===== src/assert_macros.svh =====
// assertion macros shared by the quadtree decoder modules
`ifndef ASSERT_MACROS_SVH
`define ASSERT_MACROS_SVH

// property that must hold at every clock edge outside reset
`define QT_ASSERT(label, prop, msg) \
    label: assert property (@(posedge clk) disable iff (!rst_n) (prop)) \
        else $error(msg);

// implication checked in the same cycle
`define QT_ASSERT_IMPL(label, ante, cons, msg) \
    label: assert property (@(posedge clk) disable iff (!rst_n) (ante) |-> (cons)) \
        else $error(msg);

`endif


===== src/qtrd_pkg.sv =====
// shared types and constants of the quadtree region decoder
`default_nettype none

package qtrd_pkg;

    // output coordinate width
    localparam int OUT_W = 8;

    // configuration port
    localparam int CFG_DATA_W = 9;
    localparam int CFG_IDX_W  = 1;
    localparam logic [CFG_IDX_W-1:0] REG_ROW_COUNT = 1'b0;
    localparam logic [CFG_IDX_W-1:0] REG_COL_COUNT = 1'b1;

    // symbol bit that marks a divide (three also divides)
    localparam int SYM_DIV_BIT = 1;
    // symbol bit that carries the leaf value
    localparam int SYM_VAL_BIT = 0;

    // control handed to every stack cell
    typedef struct packed {
        logic       pop;
        logic [1:0] push_n;
    } cell_ctrl_t;

    // one filled rectangle
    typedef struct packed {
        logic [OUT_W-1:0] top_row;
        logic [OUT_W-1:0] bottom_row;
        logic [OUT_W-1:0] left_col;
        logic [OUT_W-1:0] right_col;
        logic             pixel_value;
        logic             image_done;
    } result_t;

endpackage

`default_nettype wire


===== src/qtrd_cell.sv =====
// one stack cell: holds a pending rectangle and shifts with its neighbours
`default_nettype none

module qtrd_cell #(
    parameter int EW = 32
) (
    input  wire logic                  clk,
    input  wire qtrd_pkg::cell_ctrl_t  ctrl,
    input  wire logic [EW-1:0]         below,
    input  wire logic [EW-1:0]         feed1,
    input  wire logic [EW-1:0]         feed2,
    input  wire logic [EW-1:0]         feed3,
    output logic [EW-1:0]              entry
);
    import qtrd_pkg::*;

    logic [EW-1:0] entry_reg;
    logic [EW-1:0] entry_next;

    // pop pulls from the cell below, a push shifts down by the push count
    always_comb
    begin
        if (ctrl.pop)
        begin
            entry_next = below;
        end
        else
        begin
            unique case (ctrl.push_n)
                2'd1:    entry_next = feed1;
                2'd2:    entry_next = feed2;
                2'd3:    entry_next = feed3;
                default: entry_next = entry_reg;
            endcase
        end
    end

    // payload register, no reset needed
    always_ff @(posedge clk)
    begin
        entry_reg <= entry_next;
    end

    assign entry = entry_reg;

endmodule

`default_nettype wire


===== src/quadtree_region_decoder.sv =====
// Quadtree region decoder: one code symbol per cycle while sym_stall is low, leaves
// out as rectangles. A leaf's rectangle is registered in the output register, or in
// the skid entry behind it if the receiver stalls. The symbol rate is set by the
// split/pop update of the pending stack, a chain of STACK_DEPTH shift cells.
// A two-entry output buffer lets one result wait while the next symbol enters.
// Reset: sizes return to 1x1, the stack empties, and the next symbol starts an image.
`default_nettype none

module quadtree_region_decoder #(
    parameter int MAX_DIM     = 256,
    parameter int STACK_DEPTH = 32
) (
    input  wire logic                               clk,
    input  wire logic                               rst_n,
    // configuration writes
    input  wire logic                               cfg_valid,
    output logic                                    cfg_ready,
    input  wire logic [qtrd_pkg::CFG_IDX_W-1:0]     cfg_index,
    input  wire logic [qtrd_pkg::CFG_DATA_W-1:0]    cfg_data,
    // symbol requests
    input  wire logic                               sym_valid,
    output logic                                    sym_stall,
    input  wire logic [1:0]                         symbol,
    // rectangle requests
    output logic                                    res_valid,
    input  wire logic                               res_stall,
    output logic [qtrd_pkg::OUT_W-1:0]              top_row,
    output logic [qtrd_pkg::OUT_W-1:0]              bottom_row,
    output logic [qtrd_pkg::OUT_W-1:0]              left_col,
    output logic [qtrd_pkg::OUT_W-1:0]              right_col,
    output logic                                    pixel_value,
    output logic                                    image_done
);
    import qtrd_pkg::*;

    `include "assert_macros.svh"

    localparam int CW   = $clog2(MAX_DIM);
    localparam int EW   = 4 * CW;
    localparam int CNTW = $clog2(STACK_DEPTH + 1);
    localparam int CMPW = (CW + 1 > CFG_DATA_W) ? CW + 1 : CFG_DATA_W;

    // configuration
    logic [CFG_DATA_W-1:0] row_count_reg;
    logic [CFG_DATA_W-1:0] col_count_reg;

    // decoder state
    logic [CNTW-1:0] count_reg;
    logic [CNTW-1:0] count_next;
    logic            in_image_reg;
    logic            in_image_next;
    logic [EW-1:0]   cur_reg;
    logic [EW-1:0]   cur_next;

    // output buffer
    logic    res_valid_reg;
    logic    res_valid_next;
    logic    skid_valid_reg;
    logic    skid_valid_next;
    result_t res_reg;
    result_t res_next;
    result_t skid_reg;
    result_t skid_next;
    result_t res_new;

    // stack chain
    logic [EW-1:0] q [STACK_DEPTH];
    logic [EW-1:0] acc [3];
    cell_ctrl_t    ctrl;

    // working signals
    logic            fire;
    logic            divide;
    logic            res_load;
    logic            out_fire;
    logic [CW-1:0]   row_last;
    logic [CW-1:0]   col_last;
    logic [CMPW-1:0] row_ext;
    logic [CMPW-1:0] col_ext;
    logic [EW-1:0]   cur_sel;
    logic [CNTW-1:0] cnt;
    logic [CNTW-1:0] space;
    logic [CW-1:0]   ct;
    logic [CW-1:0]   cb;
    logic [CW-1:0]   cl;
    logic [CW-1:0]   cr;
    logic [CW:0]     row_sum;
    logic [CW:0]     col_sum;
    logic [CW-1:0]   rm;
    logic [CW-1:0]   cm;
    logic [CW-1:0]   rm_p1;
    logic [CW-1:0]   cm_p1;
    logic            bl_ok;
    logic            tr_ok;
    logic            br_ok;
    logic [1:0]      n_valid;
    logic [1:0]      n_push;
    logic            cur_shape_ok;

    assign cfg_ready = 1'b1;
    assign sym_stall = skid_valid_reg;
    assign fire      = sym_valid && !skid_valid_reg;
    assign divide    = symbol[SYM_DIV_BIT];
    assign out_fire  = res_valid_reg && !res_stall;

    // configuration registers
    always_ff @(posedge clk or negedge rst_n)
    begin
        if (!rst_n)
        begin
            row_count_reg <= CFG_DATA_W'(1);
            col_count_reg <= CFG_DATA_W'(1);
        end
        else if (cfg_valid && cfg_ready)
        begin
            unique case (cfg_index)
                REG_ROW_COUNT: row_count_reg <= cfg_data;
                REG_COL_COUNT: col_count_reg <= cfg_data;
                default:       row_count_reg <= row_count_reg;
            endcase
        end
    end

    // last row and column of a whole image, with the size clamped
    always_comb
    begin
        row_ext = CMPW'(row_count_reg);
        col_ext = CMPW'(col_count_reg);
        if (row_ext == '0)
            row_last = '0;
        else if (row_ext > CMPW'(MAX_DIM))
            row_last = CW'(MAX_DIM - 1);
        else
            row_last = CW'(row_ext - CMPW'(1));
        if (col_ext == '0)
            col_last = '0;
        else if (col_ext > CMPW'(MAX_DIM))
            col_last = CW'(MAX_DIM - 1);
        else
            col_last = CW'(col_ext - CMPW'(1));
    end

    // current rectangle: a new image starts from the whole frame
    always_comb
    begin
        if (in_image_reg)
        begin
            cur_sel = cur_reg;
            cnt     = count_reg;
        end
        else
        begin
            cur_sel = {CW'(0), row_last, CW'(0), col_last};
            cnt     = '0;
        end
        {ct, cb, cl, cr} = cur_sel;
    end

    // split at the floor midpoints, top and left halves take the extra line
    always_comb
    begin
        row_sum = {1'b0, ct} + {1'b0, cb};
        col_sum = {1'b0, cl} + {1'b0, cr};
        rm      = row_sum[CW:1];
        cm      = col_sum[CW:1];
        rm_p1   = rm + CW'(1);
        cm_p1   = cm + CW'(1);
        bl_ok   = ct < cb;
        tr_ok   = cl < cr;
        br_ok   = bl_ok && tr_ok;
        // non-empty children in push order: bottom-right, bottom-left, top-right
        acc[0]  = br_ok ? {rm_p1, cb, cm_p1, cr} :
                  bl_ok ? {rm_p1, cb, cl, cm} : {ct, rm, cm_p1, cr};
        acc[1]  = {rm_p1, cb, cl, cm};
        acc[2]  = {ct, rm, cm_p1, cr};
        n_valid = br_ok ? 2'd3 : ((bl_ok || tr_ok) ? 2'd1 : 2'd0);
        space   = CNTW'(STACK_DEPTH) - cnt;
        n_push  = (space >= CNTW'(n_valid)) ? n_valid : space[1:0];
    end

    // next decoder state and stack control
    always_comb
    begin
        count_next    = count_reg;
        in_image_next = in_image_reg;
        cur_next      = cur_reg;
        ctrl.pop      = 1'b0;
        ctrl.push_n   = 2'd0;
        if (fire)
        begin
            if (divide)
            begin
                cur_next      = {ct, rm, cl, cm};
                in_image_next = 1'b1;
                count_next    = cnt + CNTW'(n_push);
                ctrl.push_n   = n_push;
            end
            else if (cnt == '0)
            begin
                in_image_next = 1'b0;
                count_next    = '0;
                cur_next      = cur_sel;
            end
            else
            begin
                in_image_next = 1'b1;
                count_next    = cnt - CNTW'(1);
                cur_next      = q[0];
                ctrl.pop      = 1'b1;
            end
        end
    end

    always_ff @(posedge clk or negedge rst_n)
    begin
        if (!rst_n)
        begin
            count_reg    <= '0;
            in_image_reg <= 1'b0;
            cur_reg      <= '0;
        end
        else
        begin
            count_reg    <= count_next;
            in_image_reg <= in_image_next;
            cur_reg      <= cur_next;
        end
    end

    // chain of stack cells, top of stack in cell zero
    for (genvar i = 0; i < STACK_DEPTH; i++)
    begin : g_cell
        logic [EW-1:0] below;
        logic [EW-1:0] feed1;
        logic [EW-1:0] feed2;
        logic [EW-1:0] feed3;

        if (i == STACK_DEPTH - 1)
        begin : g_last
            assign below = '0;
        end
        else
        begin : g_mid
            assign below = q[i+1];
        end

        if (i >= 1)
        begin : g_f1
            assign feed1 = q[i-1];
        end
        else
        begin : g_f1_new
            assign feed1 = acc[0];
        end

        if (i >= 2)
        begin : g_f2
            assign feed2 = q[i-2];
        end
        else
        begin : g_f2_new
            assign feed2 = acc[1-i];
        end

        if (i >= 3)
        begin : g_f3
            assign feed3 = q[i-3];
        end
        else
        begin : g_f3_new
            assign feed3 = acc[2-i];
        end

        qtrd_cell #(
            .EW (EW)
        ) u_cell (
            .clk   (clk),
            .ctrl  (ctrl),
            .below (below),
            .feed1 (feed1),
            .feed2 (feed2),
            .feed3 (feed3),
            .entry (q[i])
        );
    end

    // leaf result
    always_comb
    begin
        res_load            = fire && !divide;
        res_new.top_row     = OUT_W'(ct);
        res_new.bottom_row  = OUT_W'(cb);
        res_new.left_col    = OUT_W'(cl);
        res_new.right_col   = OUT_W'(cr);
        res_new.pixel_value = symbol[SYM_VAL_BIT];
        res_new.image_done  = (cnt == '0);
    end

    // output register with one skid entry behind it
    always_comb
    begin
        res_valid_next  = res_valid_reg;
        skid_valid_next = skid_valid_reg;
        res_next        = res_reg;
        skid_next       = skid_reg;
        if (skid_valid_reg)
        begin
            if (out_fire)
            begin
                res_next        = skid_reg;
                skid_valid_next = 1'b0;
            end
        end
        else if (res_load)
        begin
            if (!res_valid_reg || out_fire)
            begin
                res_next       = res_new;
                res_valid_next = 1'b1;
            end
            else
            begin
                skid_next       = res_new;
                skid_valid_next = 1'b1;
            end
        end
        else if (out_fire)
        begin
            res_valid_next = 1'b0;
        end
    end

    always_ff @(posedge clk or negedge rst_n)
    begin
        if (!rst_n)
        begin
            res_valid_reg  <= 1'b0;
            skid_valid_reg <= 1'b0;
        end
        else
        begin
            res_valid_reg  <= res_valid_next;
            skid_valid_reg <= skid_valid_next;
        end
    end

    always_ff @(posedge clk)
    begin
        res_reg  <= res_next;
        skid_reg <= skid_next;
    end

    assign res_valid   = res_valid_reg;
    assign top_row     = res_reg.top_row;
    assign bottom_row  = res_reg.bottom_row;
    assign left_col    = res_reg.left_col;
    assign right_col   = res_reg.right_col;
    assign pixel_value = res_reg.pixel_value;
    assign image_done  = res_reg.image_done;

    // held rectangle keeps top above bottom and left before right
    assign cur_shape_ok = (cur_reg[4*CW-1:3*CW] <= cur_reg[3*CW-1:2*CW])
                       && (cur_reg[2*CW-1:CW] <= cur_reg[CW-1:0]);

    // checks on stack and output buffer
    `QT_ASSERT(a_count_bound, count_reg <= CNTW'(STACK_DEPTH), "stack count beyond depth")
    `QT_ASSERT_IMPL(a_skid_order, skid_valid_reg, res_valid_reg, "skid holds a result ahead of output")
    `QT_ASSERT_IMPL(a_idle_empty, !in_image_reg, count_reg == '0, "stack not empty between images")
    `QT_ASSERT_IMPL(a_cur_shape, in_image_reg, cur_shape_ok, "current rectangle inverted")

endmodule

`default_nettype wire


===== config.mk =====
export PLATFORM = sky130hd
export DESIGN_NAME = quadtree_region_decoder
export DESIGN_NICKNAME = d
export VERILOG_FILES = /design/src/qtrd_pkg.sv /design/src/qtrd_cell.sv /design/src/quadtree_region_decoder.sv
export VERILOG_INCLUDE_DIRS = /design/src /design/src/src
export SDC_FILE = /design/constraint.sdc
export NUM_CORES = 2
export LEC_CHECK = 0
export ABC_AREA = 1
export CAP_MARGIN = 40
export CORE_MARGIN = 1
export CORE_UTILIZATION = 40
export DETAILED_ROUTE_END_ITERATION = 6
export DONT_BUFFER_PORTS = 1
export GPL_TIMING_DRIVEN = 0
export HOLD_SLACK_MARGIN = 0.03
export PLACE_DENSITY_LB_ADDON = 0.12
export SETUP_SLACK_MARGIN = 0.3
export SLEW_MARGIN = 0
export SYNTH_ARGS = -nofsm -noshare
export SYNTH_HDL_FRONTEND = slang
export SYNTH_SLANG_ARGS = --single-unit

===== constraint.sdc =====
create_clock -name clk -period 44.8 [get_ports clk]
set_clock_uncertainty 0.05 [all_clocks]
set_input_delay 4.48 -clock clk [delete_from_list [all_inputs] [get_ports clk]]
set_output_delay 4.48 -clock clk [all_outputs]
set_load 0.02 [all_outputs]

== Word-level counts from Yosys, hierarchy flattened ==
Index checks and enable logic that the tools add are counted.

* Register bits after elaboration: 1151
* Word-level logic and storage cells: 190
* Input port bits: 17
* Output and inout bits: 37

* Eq/ne operators: 5
* $lt $le $gt $ge: 5
* Reduce and logical (&&, ||, !) cells: 23
* Bitwise gates (word level): 3
* $add $sub $neg: 9
* Muxes and demuxes: 94

{| class="wikitable"
|+ Operator list
! operator !! count
|-
| case mux 32 bit (3 select lines) || 32
|-
| 2-to-1 mux 32 bit || 36
|-
| 2-to-1 mux 34 bit || 4
|-
| 2-to-1 mux 8 bit || 4
|-
| adder 8 x 8 -> 9 bit || 2
|-
| greater-than comparator 9 bit, second input constant || 2
|-
| logical NOT 9 bit || 2
|-
| 2-to-1 mux 6 bit || 3
|-
| adder 8 x 1 -> 8 bit, second input constant || 2
|-
| < comparator 8 bit || 2
|-
| subtractor 8 x 1 -> 8 bit, second input constant || 2
|-
| 2-to-1 mux 1 bit || 11
|-
| AND reduction 3 bit || 3
|-
| adder 6 x 2 -> 6 bit || 1
|-
| >= comparator 6 x 2 -> 1 bit || 1
|-
| logical NOT 6 bit || 1
|-
| 2-to-1 mux 2 bit || 3
|-
| nonzero test 2 bit || 3
|-
| subtractor 6 x 1 -> 6 bit, second input constant || 1
|-
| subtractor 6 bit, first input constant || 1
|-
| equality test 2 bit, second input constant || 2
|-
| logical AND 1 bit || 4
|-
| logical NOT 1 bit || 4
|-
| inequality test 2 x 1 -> 1 bit, second input constant || 2
|-
| 7 further kinds || 11
|}

== Longest topological paths before layout ==
* Depth in word-level cells: 15
* Depth in mapped cells: 36
* Depth with buffers taken out: 33

== Hierarchy ==
Synthesis repeated with hierarchy kept, for this count alone.

* Cells, all modules: 11029
* Area, all modules: 81049.0 µm²

{| class="wikitable"
|+ Modules (own cells, without submodules)
! module !! cells an instance !! sequential area each (µm²) !! instances !! area each (µm²)
|-
| qtrd_cell || 316 || 960.9 || 32 || 2285.9
|-
| quadtree_region_decoder || 917 || 3520.9 || 1 || 7898.8
|}

== Worst setup path after synthesis ==
No wires, ideal clock.

* Path type: input port to flip-flop
* From: input port symbol[1]
* To: register g_cell[0].u_cell.entry_reg[0], enable pin
* Stages: 10
* Arrival time: 27.778 ns
* Buffers on the path: 3
* Library setup time: 9.276 ns
* Path slack: 7.697 ns
* Required time: 35.474 ns
* Cell sequence: inv_1 nor2_1 nand2_1 inv_1 ha_1 clkbuf_1 inv_2 clkbuf_1 clkbuf_1 nand3_1

* Cells in the longest elaborated chain, start to end: 4
* Elaborated cells between the ends (all ways): 7
* Classes of those cells: eq/ne (3); mux (3); reduce/logical (1)

{| class="wikitable"
|+ Ends and longest elaborated chain
! element !! RTL line !! RTL
|-
| start: declaration || quadtree_region_decoder.sv:23 || <nowiki>input wire logic [1:0] symbol,</nowiki>
|-
| 2-to-1 mux 2 bit || quadtree_region_decoder.sv:191 || <nowiki>if (divide)</nowiki>
|-
| 2-to-1 mux 3 bit * || quadtree_region_decoder.sv:189 || <nowiki>if (fire)</nowiki>
|-
| equality test 2 x 1 -> 1 bit or equality test 2 bit (tied branches) || qtrd_cell.sv:29 || <nowiki>unique case (ctrl.push_n)</nowiki>
|-
| nonzero test 4 bit (no source line) * || n/a ||
|-
| end signal: assignment || qtrd_cell.sv:41 || <nowiki>entry_reg <= entry_next;</nowiki>
|-
| end: declaration || qtrd_cell.sv:17 || <nowiki>logic [EW-1:0] entry_reg;</nowiki>
|}

Mark *: on every way between the ends. The rest lies on a longest branch, timed or not.
A chain may end at the register's enable or synchronous reset.

== Worst setup path in the final report ==
* From: register in_image_reg
* To: register g_cell[9].u_cell.entry_reg[10], enable pin

* Cells in the longest elaborated chain, start to end: 11
* Elaborated cells between the ends (all ways): 20
* Classes of those cells: add/sub (1); order compare (3); eq/ne (3); mux (9); reduce/logical (4)

{| class="wikitable"
|+ Ends and longest elaborated chain
! element !! RTL line !! RTL
|-
| start: declaration || quadtree_region_decoder.sv:50 || <nowiki>logic in_image_reg;</nowiki>
|-
| start signal: assignment || quadtree_region_decoder.sv:225 || <nowiki>in_image_reg <= in_image_next;</nowiki>
|-
| 2-to-1 mux 32 bit * || quadtree_region_decoder.sv:146 || <nowiki>if (in_image_reg)</nowiki>
|-
| net cur_sel[29] || quadtree_region_decoder.sv:80 || <nowiki>logic [EW-1:0] cur_sel;</nowiki>
|-
| < comparator 8 bit * || quadtree_region_decoder.sv:168 || <nowiki>bl_ok = ct < cb;</nowiki>
|-
| logical OR 1 bit || quadtree_region_decoder.sv:176 || <nowiki>n_valid = br_ok ? 2'd3 : ((bl_ok || tr_ok) ? 2'd1 : 2'd0);</nowiki>
|-
| 2-to-1 mux 1 bit || quadtree_region_decoder.sv:176 ||
|-
| 2-to-1 mux 2 bit * || quadtree_region_decoder.sv:176 ||
|-
| >= comparator 6 x 2 -> 1 bit || quadtree_region_decoder.sv:178 || <nowiki>n_push = (space >= CNTW'(n_valid)) ? n_valid : space[1:0];</nowiki>
|-
| 2-to-1 mux 2 bit * || quadtree_region_decoder.sv:178 ||
|-
| 2-to-1 mux 2 bit * || quadtree_region_decoder.sv:191 ||
|-
| 2-to-1 mux 3 bit * || quadtree_region_decoder.sv:189 ||
|-
| equality test 2 x 1 -> 1 bit or equality test 2 bit (tied branches) || qtrd_cell.sv:29 ||
|-
| nonzero test 4 bit (no source line) * || n/a ||
|-
| end signal: assignment || qtrd_cell.sv:41 ||
|-
| end: declaration || qtrd_cell.sv:17 ||
|}

The timed path passes the listed nets; every way through them passes the cells marked *.

==> impl_metrics.json <==
{
  "outcome": "finished clean",
  "vias_per_cell": 5.982,
  "drt_iter0_drc": 6582,
  "synth_top_area_share_pct": 48.58,
  "syn_to_final_growth_pct": 12.12,
  "route.antenna.remaining_nets": 0,
  "end_kind": "flip-flop",
  "cp_slowest_cell": "clkbuf_1",
  "met3_length_um": 18270,
  "cts_tree": "done",
  "cts.clk_slew.worst_paths_ns": 0.06,
  "critical_path.most_common_cell": "buf_16",
  "cp_data_required_time_ns": 45.20,
  "finalCriticalPeriod_ns": 10.13,
  "layout_common_cells": "nand2_1, inv_1, o21ai_0, edfxtp_1, a21oi_1",
  "dr.pass1.iters": 7,
  "fmax_mhz": 98.76,
  "largest_register_ffs": 1024,
  "die_area_um2": 165400,
  "worstSetupStartpointType": "flip-flop",
  "drv_cap": 0,
  "routed_wl_um": 256000,
  "cts_buffers": 142,
  "dr_wl_met2_um": 122000,
  "synth.distinct_cells": 54,
  "place_congestion": 0.9371,
  "hpwlAfterDp_um": 199000,
  "maxSlewHeadroom_pct": 27.54,
  "gr-total-overflow": 0,
  "vias": 61050,
  "top_layer_used": "met4",
  "grtUsageTotal_pct": 30.33,
  "cts.path.max_buffers": 3,
  "antenna-diode-count": 0,
  "synth_warnings": 0,
  "grt_pass1_wl_um": 382100,
  "synth.cell_area_um2": 65520,
  "clock_latency_ns": 0.80,
  "design_area_um2": 73460,
  "grt_pass1_vias": 61900,
  "grt_max_degree": 60,
  "cts_setup_buffers": 0,
  "cts.sink_count": 1151,
  "path_max_fanout": 56,
  "ioPinCount": 54,
  "final_common_cell": "nand2_1",
  "crit_buf_inv": 19,
  "worstPathArrival_ns": 10.53,
  "dpl_cell_area_um2": 69000,
  "fp-row-count": 148,
  "synth_area_leaders": "edfxtp_1, o22ai_1, o21ai_0",
  "initial_core_util_pct": 40.25,
  "slowest_delay_ns": 0.68,
  "core_area_um2": 162800,
  "cts_resized": 0,
  "wl_met1_um": 108600,
  "htree_levels": 4,
  "root_buffer": "clkbuf_16",
  "rsz0062_at_grt": "false",
  "period_share_pct": 22.60,
  "tightest_slew_ns": 1.087,
  "setup_tns_ns": 0,
  "slew_violations": 0,
  "ys_seq_elements": 1151,
  "die_h_um": 406.7,
  "setup-violations-final": 0,
  "antenna_found_initial": 2,
  "syn_nets": 7799,
  "hold_viol_final": 0,
  "yosysTopAreaCell": "edfxtp_1",
  "cts_hold_buf": 0,
  "nets": 7977,
  "path_class": "flip-flop to flip-flop",
  "synth_area_per_cell_um2": 8.468,
  "wire_per_inst_um": 25.09,
  "drc": 0,
  "synthCells": 7737,
  "crit_family": "buffers and inverters",
  "yosysSeqAreaShare_pct": 51.82,
  "final_layout_size_suffix_gt1_share_pct": 5.430,
  "die_width_um": 406.7,
  "hold_class": "flip-flop to flip-flop",
  "numPortBuffers": 0
}
-- routing by layer --
layer  track usage (%)  vias up
li1                  -    27700
met2             50.47     2658
met4             9.168        0
met5                 0        -
met1             40.68    30250
met3             4.478      440
-- synthesized netlist by cell type (all sizes together) --
cell type  number
a21oi         998
o21ai        1088
nor3b           1
ha             42
o22ai         902
nand2        1269
a21boi          1
fa              3
xor2           17
nand3         115
dfrtp          57
a22oi          48
edfxtp       1060
dfxtp          32
nor3            3
buf           152
o31ai           1
dfstp           2
a221oi         24
a21o            1
o21bai          4
or2             2
o311ai          1
a31oi          14
a211o           1
o221ai         71
a41oi           1
nand3b          2
nand4          10
clkinv          2
clkbuf        450
conb            1
nor2          152
inv          1187
a211oi          1
xnor2           4
o211ai         11
o21a            7
-- path summary, 6_finish.rpt --
check                      cells after the start  slack [ns]                     start                              endpoint
min in group asynchronous                      0        3.33                     rst_n               cur_reg[16]$_DFFE_PN0P_
min                                            2        0.44   cur_reg[10]$_DFFE_PN0P_               cur_reg[10]$_DFFE_PN0P_
max                                           32       34.67  in_image_reg$_DFFE_PN0P_  g_cell[9].u_cell.entry[10]$_DFFE_PP_
max reg2reg                                   32       34.67  in_image_reg$_DFFE_PN0P_  g_cell[9].u_cell.entry[10]$_DFFE_PP_
min reg2reg                                    2        0.44   cur_reg[10]$_DFFE_PN0P_               cur_reg[10]$_DFFE_PN0P_
max in group asynchronous                      0       41.16                     rst_n          row_count_reg[0]$_DFFE_PN1P_
-- area by class of cell --
class / instances / area (µm²)
Fill cell: 16350 / 89310
Clock buffer: 191 / 3862
Clock inverter: 68 / 603.1
Buffer: 602 / 2480
Sequential cell: 1151 / 33950
Multi-Input combinational cell: 4795 / 24650
Tap cell: 2175 / 2721
Inverter: 1189 / 4463
Timing Repair Buffer: 34 / 734.5
-- cell families after synthesis --
family	synth area share, %
AO/OA/AOI/OAI	27.01
XOR/XNOR	0.2922
adder cells (fa/ha/maj)	0.8937
buffers and inverters	10.59
flip-flops	51.82
other	0.005723
AND/OR/NAND/NOR	9.386
-- tightest hold or removal path, stage by stage, from the launching register on --
cell and delay [ns]:
dfrtp_1 0.34, nand2_1 0.05, o21ai_0 0.06
-- through the flow --
stage,utilization [%],hold slack (ns),worst slack (ns),instances
after floorplan,-,0.4034,7.697,7737
after global placement,41.92,0.4148,-12.70,9912
after detailed placement,42.39,0.4233,34.39,9946
after CTS,45.13,0.4374,34.77,10210
after global routing,45.13,0.4568,34.20,10210
final,45.13,0.4363,34.67,10210
Power is left out: the tool's default activity adds up to more than one toggle a clock period on the data nets, which glitch-free logic cannot reach.
